**config.mk**
```make
export PLATFORM = sky130hd
export DESIGN_NAME = bounded_list_engine
export DESIGN_NICKNAME = d
export VERILOG_FILES = /design/src/ble_pkg.sv /design/src/ble_ctrl.sv /design/src/ble_dp.sv /design/src/bounded_list_engine.sv
export VERILOG_INCLUDE_DIRS = /design/src /design/src/src
export SDC_FILE = /design/constraint.sdc
export NUM_CORES = 1
export LEC_CHECK = 0
export BUFFER_PORTS_ARGS = -buffer_cell sky130_fd_sc_hd__buf_4
export CAP_MARGIN = 0
export CORE_MARGIN = 5
export CORE_UTILIZATION = 55
export CTS_BUF_LIST = sky130_fd_sc_hd__clkbuf_4
export DETAILED_ROUTE_END_ITERATION = 8
export MAX_ROUTING_LAYER = met4
export PLACE_DENSITY_LB_ADDON = 0.3
export SYNTH_ARGS = -nofsm -noshare
export SYNTH_HDL_FRONTEND = slang
export SYNTH_HIERARCHICAL = 1
export SYNTH_SLANG_ARGS = --single-unit
```
**constraint.sdc**
```tcl
create_clock -name clk -period 13.5 [get_ports clk]
set_clock_uncertainty 0.1 [all_clocks]
set_input_delay 4.05 -clock clk [delete_from_list [all_inputs] [get_ports clk]]
set_output_delay 4.05 -clock clk [all_outputs]
set_load 0.01 [all_outputs]
```
**src/bounded_list_engine_macros.svh**
```systemverilog
// assertion macros used by the bounded list engine datapath
// expects clk and rst_n in the scope of each use
`ifndef BOUNDED_LIST_ENGINE_MACROS_SVH
`define BOUNDED_LIST_ENGINE_MACROS_SVH

// condition holds at every edge out of reset
`define BLE_ASSERT_ALWAYS(label, cond, msg) \
    label: assert property (@(posedge clk) disable iff (!rst_n) (cond)) else $error(msg);

// consequent holds in the same cycle as the antecedent
`define BLE_ASSERT_SAME(label, ante, cons, msg) \
    label: assert property (@(posedge clk) disable iff (!rst_n) (ante) |-> (cons)) \
        else $error(msg);

// consequent holds in the cycle after the antecedent
`define BLE_ASSERT_NEXT(label, ante, cons, msg) \
    label: assert property (@(posedge clk) disable iff (!rst_n) (ante) |=> (cons)) \
        else $error(msg);

`endif

```
**src/ble_pkg.sv**
```systemverilog
// types, codes and constants of the bounded list engine
// no dependencies; used by every module of the block
package ble_pkg;

    localparam int DEPTH_DEF = 16;

    localparam logic [2:0] KIND_APPEND   = 3'd0;
    localparam logic [2:0] KIND_PREPEND  = 3'd1;
    localparam logic [2:0] KIND_REM_HEAD = 3'd2;
    localparam logic [2:0] KIND_REM_TAIL = 3'd3;
    localparam logic [2:0] KIND_REM_VAL  = 3'd4;
    localparam logic [2:0] KIND_SORT     = 3'd5;
    localparam logic [2:0] KIND_DUMP     = 3'd6;

    localparam logic [1:0] ST_OK    = 2'd0;
    localparam logic [1:0] ST_FULL  = 2'd1;
    localparam logic [1:0] ST_EMPTY = 2'd2;

    typedef struct packed {
        logic [2:0]         kind;
        logic signed [31:0] value;
    } in_item_t;

    typedef struct packed {
        logic [1:0]         status;
        logic signed [31:0] item_value;
        logic [3:0]         position;
        logic [4:0]         length;
        logic               last;
    } out_item_t;

    typedef enum logic [3:0] {
        S_IDLE,
        S_EXEC,
        S_RV_RD,
        S_RV_CHK,
        S_SO_CHKI,
        S_SO_LDC,
        S_SO_RDJ,
        S_SO_CMP,
        S_DU_RD,
        S_DU_OUT,
        S_FIN
    } ctrl_state_t;

    // controller to datapath
    typedef struct packed {
        logic load;
        logic exec;
        logic rv_read;
        logic rv_check;
        logic rv_commit;
        logic so_read_i;
        logic so_load_cur;
        logic so_read_j;
        logic so_cmp;
        logic so_write_i;
        logic du_read;
        logic du_emit;
        logic fin_emit;
    } dp_cmd_t;

    // datapath to controller
    typedef struct packed {
        logic [2:0] kind;
        logic       empty;
        logic       i_lt;
        logic       i_more;
        logic       i_last;
        logic       j_lt;
        logic       out_free;
    } dp_stat_t;

endpackage

```
**src/ble_ctrl.sv**
```systemverilog
// sequencer of the bounded list engine: walks each operation through its steps
// depends on ble_pkg; drives the datapath command struct
module ble_ctrl (
    input  logic              clk,
    input  logic              rst_n,
    input  logic              in_valid,
    output logic              in_ready,
    input  ble_pkg::dp_stat_t stat,
    output ble_pkg::dp_cmd_t  cmd
);
    import ble_pkg::*;

    ctrl_state_t state_reg;
    ctrl_state_t state_next;

    always_ff @(posedge clk or negedge rst_n)
    begin
        if (!rst_n)
        begin
            state_reg <= S_IDLE;
        end
        else
        begin
            state_reg <= state_next;
        end
    end

    always_comb
    begin
        state_next = state_reg;
        cmd        = '0;
        in_ready   = 1'b0;
        case (state_reg)
            S_IDLE:
            begin
                in_ready = 1'b1;
                if (in_valid)
                begin
                    cmd.load   = 1'b1;
                    state_next = S_EXEC;
                end
            end
            S_EXEC:
            begin
                cmd.exec = 1'b1;
                if (stat.empty)
                begin
                    state_next = S_FIN;
                end
                else
                begin
                    case (stat.kind)
                        KIND_REM_VAL: state_next = S_RV_RD;
                        KIND_SORT:    state_next = S_SO_CHKI;
                        KIND_DUMP:    state_next = S_DU_RD;
                        default:      state_next = S_FIN;
                    endcase
                end
            end
            S_RV_RD:
            begin
                if (stat.i_lt)
                begin
                    cmd.rv_read = 1'b1;
                    state_next  = S_RV_CHK;
                end
                else
                begin
                    cmd.rv_commit = 1'b1;
                    state_next    = S_FIN;
                end
            end
            S_RV_CHK:
            begin
                cmd.rv_check = 1'b1;
                state_next   = S_RV_RD;
            end
            S_SO_CHKI:
            begin
                if (stat.i_more)
                begin
                    cmd.so_read_i = 1'b1;
                    state_next    = S_SO_LDC;
                end
                else
                begin
                    state_next = S_FIN;
                end
            end
            S_SO_LDC:
            begin
                cmd.so_load_cur = 1'b1;
                state_next      = S_SO_RDJ;
            end
            S_SO_RDJ:
            begin
                if (stat.j_lt)
                begin
                    cmd.so_read_j = 1'b1;
                    state_next    = S_SO_CMP;
                end
                else
                begin
                    // pass over: running maximum goes back to position i
                    cmd.so_write_i = 1'b1;
                    state_next     = S_SO_CHKI;
                end
            end
            S_SO_CMP:
            begin
                cmd.so_cmp = 1'b1;
                state_next = S_SO_RDJ;
            end
            S_DU_RD:
            begin
                cmd.du_read = 1'b1;
                state_next  = S_DU_OUT;
            end
            S_DU_OUT:
            begin
                if (stat.out_free)
                begin
                    cmd.du_emit = 1'b1;
                    state_next  = stat.i_last ? S_IDLE : S_DU_RD;
                end
            end
            S_FIN:
            begin
                if (stat.out_free)
                begin
                    cmd.fin_emit = 1'b1;
                    state_next   = S_IDLE;
                end
            end
            default:
            begin
                state_next = S_IDLE;
            end
        endcase
    end

endmodule

```
**src/ble_dp.sv**
```systemverilog
// datapath of the bounded list engine: circular entry store, counters, output register
// depends on ble_pkg and bounded_list_engine_macros.svh
`include "bounded_list_engine_macros.svh"

module ble_dp #(
    parameter int DEPTH = ble_pkg::DEPTH_DEF
) (
    input  logic              clk,
    input  logic              rst_n,
    input  ble_pkg::in_item_t in_data,
    input  ble_pkg::dp_cmd_t  cmd,
    output ble_pkg::dp_stat_t stat,
    output logic              out_valid,
    input  logic              out_ready,
    output ble_pkg::out_item_t out_data
);
    import ble_pkg::*;

    localparam int AW = $clog2(DEPTH);
    localparam int FW = $clog2(DEPTH + 1);
    localparam int SW = AW + 2;

    // logical index to physical address, head based
    function automatic logic [AW-1:0] phys(input logic [AW-1:0] base,
                                           input logic [FW-1:0] idx);
        logic [SW-1:0] sum;
        sum = SW'(base) + SW'(idx);
        if (sum >= SW'(DEPTH))
            sum = sum - SW'(DEPTH);
        return sum[AW-1:0];
    endfunction

    logic signed [31:0] mem [DEPTH];

    logic [AW-1:0]      head_reg, head_next;
    logic [FW-1:0]      fill_reg, fill_next;
    logic [FW-1:0]      i_reg, i_next;
    logic [FW-1:0]      j_reg, j_next;
    logic [FW-1:0]      w_reg, w_next;
    logic               out_valid_reg, out_valid_next;

    logic [2:0]         kind_reg, kind_next;
    logic signed [31:0] val_reg, val_next;
    logic signed [31:0] cur_reg, cur_next;
    logic [1:0]         status_reg, status_next;
    out_item_t          out_reg, out_next;
    logic signed [31:0] rd_data_reg;

    logic               full;
    logic               empty;
    logic               out_free;
    logic               load_out;
    logic               wr_en;
    logic [AW-1:0]      wr_addr;
    logic signed [31:0] wr_data;
    logic               rd_en;
    logic [AW-1:0]      rd_addr;
    logic [FW:0]        i_plus;

    assign full     = (fill_reg == FW'(DEPTH));
    assign empty    = (fill_reg == '0);
    assign out_free = !out_valid_reg || out_ready;
    assign i_plus   = {1'b0, i_reg} + 1'b1;
    assign load_out = cmd.du_emit || cmd.fin_emit;

    assign stat.kind     = kind_reg;
    assign stat.empty    = empty;
    assign stat.i_lt     = (i_reg < fill_reg);
    assign stat.i_more   = (i_plus < {1'b0, fill_reg});
    assign stat.i_last   = (i_plus == {1'b0, fill_reg});
    assign stat.j_lt     = (j_reg < fill_reg);
    assign stat.out_free = out_free;

    assign out_valid = out_valid_reg;
    assign out_data  = out_reg;

    always_comb
    begin
        head_next      = head_reg;
        fill_next      = fill_reg;
        i_next         = i_reg;
        j_next         = j_reg;
        w_next         = w_reg;
        kind_next      = kind_reg;
        val_next       = val_reg;
        cur_next       = cur_reg;
        status_next    = status_reg;
        out_next       = out_reg;
        out_valid_next = out_valid_reg;
        wr_en          = 1'b0;
        wr_addr        = phys(head_reg, fill_reg);
        wr_data        = val_reg;
        rd_en          = cmd.rv_read || cmd.so_read_i || cmd.so_read_j || cmd.du_read;
        rd_addr        = phys(head_reg, cmd.so_read_j ? j_reg : i_reg);

        if (out_ready)
            out_valid_next = 1'b0;

        if (cmd.load)
        begin
            kind_next = in_data.kind;
            val_next  = in_data.value;
        end

        if (cmd.exec)
        begin
            i_next      = '0;
            w_next      = '0;
            status_next = ST_OK;
            case (kind_reg)
                KIND_APPEND:
                begin
                    if (full)
                    begin
                        status_next = ST_FULL;
                    end
                    else
                    begin
                        wr_en     = 1'b1;
                        fill_next = fill_reg + 1'b1;
                    end
                end
                KIND_PREPEND:
                begin
                    if (full)
                    begin
                        status_next = ST_FULL;
                    end
                    else
                    begin
                        head_next = (head_reg == '0) ? AW'(DEPTH - 1) : head_reg - 1'b1;
                        wr_en     = 1'b1;
                        wr_addr   = head_next;
                        fill_next = fill_reg + 1'b1;
                    end
                end
                KIND_REM_HEAD:
                begin
                    if (empty)
                    begin
                        status_next = ST_EMPTY;
                    end
                    else
                    begin
                        head_next = (head_reg == AW'(DEPTH - 1)) ? '0 : head_reg + 1'b1;
                        fill_next = fill_reg - 1'b1;
                    end
                end
                KIND_REM_TAIL:
                begin
                    if (empty)
                        status_next = ST_EMPTY;
                    else
                        fill_next = fill_reg - 1'b1;
                end
                KIND_REM_VAL, KIND_SORT, KIND_DUMP:
                begin
                    if (empty)
                        status_next = ST_EMPTY;
                end
                default:
                begin
                    status_next = ST_OK;
                end
            endcase
        end

        // compaction: keep entries that differ, writer trails reader
        if (cmd.rv_check)
        begin
            i_next = i_reg + 1'b1;
            if (rd_data_reg != val_reg)
            begin
                wr_en   = 1'b1;
                wr_addr = phys(head_reg, w_reg);
                wr_data = rd_data_reg;
                w_next  = w_reg + 1'b1;
            end
        end

        if (cmd.rv_commit)
            fill_next = w_reg;

        if (cmd.so_load_cur)
        begin
            cur_next = rd_data_reg;
            j_next   = i_reg + 1'b1;
        end

        // exchange: larger entry moves up to position i, old one lands at j
        if (cmd.so_cmp)
        begin
            j_next = j_reg + 1'b1;
            if (rd_data_reg > cur_reg)
            begin
                wr_en    = 1'b1;
                wr_addr  = phys(head_reg, j_reg);
                wr_data  = cur_reg;
                cur_next = rd_data_reg;
            end
        end

        if (cmd.so_write_i)
        begin
            wr_en   = 1'b1;
            wr_addr = phys(head_reg, i_reg);
            wr_data = cur_reg;
            i_next  = i_reg + 1'b1;
        end

        if (cmd.du_emit)
        begin
            out_next.status     = ST_OK;
            out_next.item_value = rd_data_reg;
            out_next.position   = 4'(i_reg);
            out_next.length     = 5'(fill_reg);
            out_next.last       = stat.i_last;
            i_next              = i_reg + 1'b1;
        end

        if (cmd.fin_emit)
        begin
            out_next.status     = status_reg;
            out_next.item_value = '0;
            out_next.position   = '0;
            out_next.length     = 5'(fill_reg);
            out_next.last       = 1'b1;
        end

        if (load_out)
            out_valid_next = 1'b1;
    end

    always_ff @(posedge clk or negedge rst_n)
    begin
        if (!rst_n)
        begin
            head_reg      <= '0;
            fill_reg      <= '0;
            i_reg         <= '0;
            j_reg         <= '0;
            w_reg         <= '0;
            out_valid_reg <= 1'b0;
        end
        else
        begin
            head_reg      <= head_next;
            fill_reg      <= fill_next;
            i_reg         <= i_next;
            j_reg         <= j_next;
            w_reg         <= w_next;
            out_valid_reg <= out_valid_next;
        end
    end

    always_ff @(posedge clk)
    begin
        kind_reg   <= kind_next;
        val_reg    <= val_next;
        cur_reg    <= cur_next;
        status_reg <= status_next;
        out_reg    <= out_next;
    end

    // entry store: one write port, one registered read port
    always_ff @(posedge clk)
    begin
        if (wr_en)
            mem[wr_addr] <= wr_data;
        if (rd_en)
            rd_data_reg <= mem[rd_addr];
    end

    `BLE_ASSERT_ALWAYS(a_fill_bound, fill_reg <= FW'(DEPTH), "fill count beyond depth")
    `BLE_ASSERT_SAME(a_no_overwrite, load_out, out_free, "result register overwritten")
    `BLE_ASSERT_SAME(a_dump_in_range, cmd.du_emit, i_reg < fill_reg, "dump past fill")
    `BLE_ASSERT_NEXT(a_append_grows, cmd.exec && kind_reg == KIND_APPEND && !full,
        fill_reg == $past(fill_reg) + 1'b1, "append did not grow list")

endmodule

```
**src/bounded_list_engine.sv**
```systemverilog
// simple ops (append, prepend, remove head/tail, no-op): executed in EXEC, result loaded
// in FIN once the result register is free; a new item is taken only back in IDLE
// remove value: RV_RD, RV_CHK per entry; sort: SO_RDJ, SO_CMP per compared pair
// dump: DU_RD, DU_OUT per entry, waits on stalls; one result register decouples sides
// reset clears head, fill and control; list reads empty, stored words are not cleared
module bounded_list_engine #(
    parameter int DEPTH = ble_pkg::DEPTH_DEF
) (
    input  logic               clk,
    input  logic               rst_n,
    input  logic               in_valid,
    output logic               in_ready,
    input  ble_pkg::in_item_t  in_data,
    output logic               out_valid,
    input  logic               out_ready,
    output ble_pkg::out_item_t out_data
);
    import ble_pkg::*;

    dp_cmd_t  cmd;
    dp_stat_t stat;

    ble_ctrl u_ctrl (
        .clk      (clk),
        .rst_n    (rst_n),
        .in_valid (in_valid),
        .in_ready (in_ready),
        .stat     (stat),
        .cmd      (cmd)
    );

    ble_dp #(
        .DEPTH (DEPTH)
    ) u_dp (
        .clk       (clk),
        .rst_n     (rst_n),
        .in_data   (in_data),
        .cmd       (cmd),
        .stat      (stat),
        .out_valid (out_valid),
        .out_ready (out_ready),
        .out_data  (out_data)
    );

endmodule

```
# Word level (Yosys, flattened, before mapping)
# Memory sizes are Yosys's and may differ from the RTL's. A register that Yosys moved wholly into a read port is not among the register bits.
# Cells that the tools add are included.
# word_totals
out_inout_bits	46
romBits	0
mem_count	1
ram_bits	512
input_bits	39
reg_bits	142
latchBits	0
word_cells	184
# op_classes
mul	0
div_mod_pow	0
order_cmp	9
mux	89
reduce_logical	24
addsub	18
bitwise_logic	0
shift	0
n_eq_ne	27
# memory_table
memory	words	word_bits	read_ports	rd_clocked_by_memory_dff	wr	line_no	rtl
u_dp.mem	16	32	1	1	1	ble_dp.sv:33	logic signed [31:0] mem [DEPTH];
# ops
cell	count
two-way mux 32 bit	8
two-way mux 4 bit	24
two-way mux 44 bit	2
two-way mux 5 bit	14
one-hot mux 4 bit (10 select lines)	1
two-way mux 1 bit	34
greater-than comparator 32 bit	1
!= test 32 bit	1
adder 4 x 5 -> 6 bit	5
greater-or-equal comparator 6 x 5 -> 1 bit, second input constant	5
subtractor 4 x 1 -> 4 bit, second input constant	6
adder 5 x 1 -> 5 bit, second input constant	4
== test 4 x 3 -> 1 bit, second input constant	4
== test 4 bit, second input constant	4
one-hot mux 4 bit (3 select lines)	1
less-than comparator 5 bit	2
one-hot mux 5 bit (2 select lines)	1
nonzero test 2 bit	5
== test 3 bit, second input constant	3
== test 4 x 2 -> 1 bit, second input constant	2
logical NOT 4 bit	2
one-hot mux 4 bit (2 select lines)	1
AND reduction 4 bit	2
adder 5 x 1 -> 6 bit, second input constant	1
other kinds (22)	34

# Longest topological paths before layout
# depth
depth_word	11
depth_mapped	18
ltp_nobuf	15

# Modules after synthesis
# Netlist, hierarchy kept.
# modules_own_cells
module	area_per_inst_um2	cells_per_inst	instances	seq_area_each_um2
ble_dp	28369.7	1612	1	19663.9
ble_ctrl	465.4	59	1	100.1

# Worst setup path before layout
# No wires, ideal clock.
# synth_path
path_kind	register -> register
from	reg u_dp.fill_reg[1]
to	mem u_dp.mem[10][0], enable pin
n_path_buf	1
required_ps	12899
setup_ps	501
period_less_slack_ps	6301
t_arrival_ps	5700
slack_ps	7199
path_stages_with_launch	13
path_cell_list	dfrtp_1 inv_1 ha_1 a21oi_1 nor2b_1 o21ai_0 nand2b_1 a21oi_1 nor3_1 clkbuf_1 nand2_1 o31a_1 nor4_1
# synth_lines
item	line_no	rtl
start: declaration	ble_dp.sv:36	logic [FW-1:0] fill_reg, fill_next;
start signal: assignment	ble_dp.sv:248	fill_reg <= fill_next;
end: declaration	ble_dp.sv:33	

==> impl_metrics.py <==
metrics = {
    "status": {
        "status": "finished clean",
    },
    "critical_path": {
        "startpoint_type": "register",
        "critPathMaxFanout": 56,
        "cp-end-kind": "register",
        "cp.required_ns": 14.08,
        "crit_slowest_cell": "fa_4",
        "crit_chain": "inv_1, ha_1, a21oi_1, nor2b_1, o21ai_0, nand2b_1, a21oi_1, and3_1, nand2_1, o21ai_0, ha_4, inv_1, fa_4, buf_4, buf_4, mux4_2, mux4_2",
        "worstSetupPathType": "register to register",
        "worstPathArrival_ns": 6.94,
        "critical_path.max_stage_delay_ns": 1.05,
    },
    "power": {
        "peakVddDrop_mv": 0.222,
        "power_density_mw_per_mm2": 244,
        "total_power_mw": 8.02,
        "p_leak_nw": 11.9,
    },
    "clock_tree": {
        "clock_sinks": 686,
        "cts.clk_slew.worst_paths_ns": 0.07,
        "cts_hold_buf": 0,
        "h-tree-depth": 4,
        "worstSkewPairLatency_ns": 1.00,
        "cts_tree": "done",
        "cts_setup_buffers": 0,
        "cts_root_buffer": "clkbuf_4",
        "cts_buffers": 171,
        "clock_path_buffers": 3,
        "cts_resized": 0,
    },
    "logic_synthesis": {
        "yosys_warnings": 6,
        "ys_ff_latch": 686,
        "synth_area_mm2": 0.0288,
        "synth_flop_cell": "edfxtp_1",
        "netlist_instances": 1671,
        "ys_seq_area_frac": 0.685,
        "syn_avg_cell_area_um2": 17.3,
        "synth_edf_count": 588,
        "syn_nets": 1786,
        "synthArstFlopShare": 0.0423,
        "post_synth_num_cell_types": 68,
    },
    "hold_path": {
        "hold_class": "register to register",
    },
    "finish": {
        "final_nets": 2016,
        "fillCellCount": 3736,
        "top_register": "u_dp/mem",
        "stdcell_count": 2741,
        "multiInputGateArea_mm2": 0.00869,
        "final_core_util": 0.629,
        "area_growth_pct": 13.9,
        "seqCellArea_mm2": 0.0198,
        "layout-drive-gt1-share": 0.308,
        "largest_reg_flops": 512,
    },
    "global_route": {
        "grt_use_total": 0.255,
        "use_met2": 0.390,
        "gr-usage-met3": 0.0563,
        "grt_busiest_layer": "met2",
        "grt_pass1_wl_mm": 104,
        "antenna_found_initial": 2,
        "grt_max_degree": 65,
        "use_met1": 0.346,
        "grt_pass1_vias": 16800,
        "overflow": 0,
    },
    "run": {
        "drv_cap": 0,
    },
    "routing": {
        "ant_nets": 0,
        "wl_mm": 69.2,
        "vias": 16500,
        "drtIter0Drc": 1760,
        "route.detailed.drc": 0,
        "drtPass1Iterations": 5,
        "wl_per_cell_um": 25.3,
        "via_per_inst": 6.04,
    },
    "timing": {
        "slew_viol_final": 0,
        "relSlewSlack": 0.200,
        "whs_ns": 0.391,
        "period_share": 0.471,
        "worst_slew_pin_slew_ns": 1.20,
        "final.min_clock_period_ns": 6.35,
        "fmax_mhz": 157,
        "tns_ns": 0,
        "hold_violations": 0,
        "rsz0062_at_grt": "no",
        "finalSetupViolCount": 0,
    },
    "die": {
        "core.rowCount": 84,
        "core_area_mm2": 0.0522,
        "ios": 85,
        "die_w_um": 239,
        "start_util": 0.552,
        "dieHeight_um": 239,
        "die_area_mm2": 0.0571,
    },
    "placed_design": {
        "port_buffers": 84,
        "dp_cells": 2416,
        "hpwlAfterDp_mm": 40.4,
        "gp_congestion": 0.865,
    },
}
-- synth_stat cells, types with 3 or more instances --
master | number | share of area
a21oi_1 | 72 | 0.012
buf_1 | 6 | 0.00078
and3_1 | 4 | 0.00087
nand2b_1 | 14 | 0.0030
o31ai_1 | 5 | 0.0013
buf_2 | 15 | 0.0026
nor2_1 | 95 | 0.012
nand2_1 | 71 | 0.0092
edfxtp_1 | 588 | 0.61
fa_1 | 6 | 0.0042
mux2_2 | 5 | 0.0020
o31ai_2 | 3 | 0.0013
nor3_1 | 17 | 0.0030
a21o_1 | 8 | 0.0021
nand3b_1 | 9 | 0.0023
o21ai_1 | 35 | 0.0061
ha_1 | 70 | 0.030
buf_4 | 5 | 0.0013
xnor2_1 | 19 | 0.0058
mux2i_1 | 80 | 0.028
o211ai_1 | 3 | 0.00078
nand4_1 | 9 | 0.0020
inv_1 | 56 | 0.0073
o21ai_0 | 31 | 0.0054
clkbuf_1 | 46 | 0.0060
mux4_2 | 160 | 0.12
xor2_1 | 40 | 0.012
dfrtp_1 | 29 | 0.025
and2_1 | 4 | 0.00087
o31a_1 | 7 | 0.0021
nor2b_1 | 8 | 0.0017
dfxtp_1 | 69 | 0.048
nor4_1 | 26 | 0.0056
nand3_1 | 13 | 0.0023
a211oi_1 | 3 | 0.00078
-- layout by cell type, fill, tap and decap left out, types with 31 or more instances in the layout --
cell type	netlist	final
a21oi_1	72	72
buf_4	5	131
clkbuf_4	0	276
dfxtp_1	69	69
edfxtp_1	588	588
ha_1	70	69
inv_1	56	56
mux2i_1	80	80
mux4_2	160	160
nand2_1	71	71
nor2_1	95	93
o21ai_0	31	31
o21ai_1	35	35
xor2_1	40	40
-- layer usage --
metal,wire length [um],up-vias,share of wire
li1,-,7189,-
met1,28300,8448,0.41
met2,33500,809,0.48
met3,5900,103,0.085
met4,1480,0,0.021
met5,0,-,0
-- layout make-up --
type	count	share of cell area
inverter	56	0.00640
clock buffer	276	0.0631
antenna	5	0.000381
multi-input combinational	855	0.265
sequential	686	0.602
tap	688	0.0262
timing repair buffer	131	0.0299
clock inverter	44	0.00781
-- where the power goes --
part           switching [mW]  internal [mW]
registers               0.307           2.80
logic                    1.64           1.48
clock network           0.825          0.969
-- final timing paths --
path | to | slack [ns] | cells past startpoint | from
min in group asynchronous | u_dp/j_reg[0] | 2.94 | 1 | rst_n
max in group asynchronous | u_dp/fill_reg[0] | 10.05 | 1 | rst_n
setup / recovery | u_dp/rd_data_reg[5] | 7.15 | 17 | u_dp/fill_reg[1]
hold / removal | u_dp/cur_reg[19] | 0.39 | 2 | u_dp/cur_reg[19]
hold reg to reg | u_dp/cur_reg[19] | 0.39 | 2 | u_dp/cur_reg[19]
setup reg to reg | u_dp/rd_data_reg[5] | 7.15 | 17 | u_dp/fill_reg[1]
-- critical path: cells and delay by family (launching register included) --
family	cells	cell delay [ns]
buf+inv	4	1.68
fa+ha+maj	3	1.55
mux	2	0.88
compound gates	4	0.75
simple gates	4	0.60
flops	1	0.50
-- cells by family after synthesis --
kind of cell             count (synthesis)  synth area share
XOR/XNOR                                59            0.0179
AND/OR/NAND/NOR                        287            0.0489
flip-flops                             686             0.685
adder cells (fa/ha/maj)                 76            0.0345
multiplexers                           246             0.155
AO/OA/AOI/OAI                          187            0.0393
buffers and inverters                  130            0.0187
-- metrics by stage --
stage / cell area, um2 / setup WS (ns)
floorplan: 28800 / 7.20
global placement: 30500 / 7.19
detailed placement: 30500 / 7.07
CTS: 32800 / 7.08
global route: 32800 / 6.77
finish: 32800 / 7.15
No activity file was read; power rests on OpenSTA's default activity.
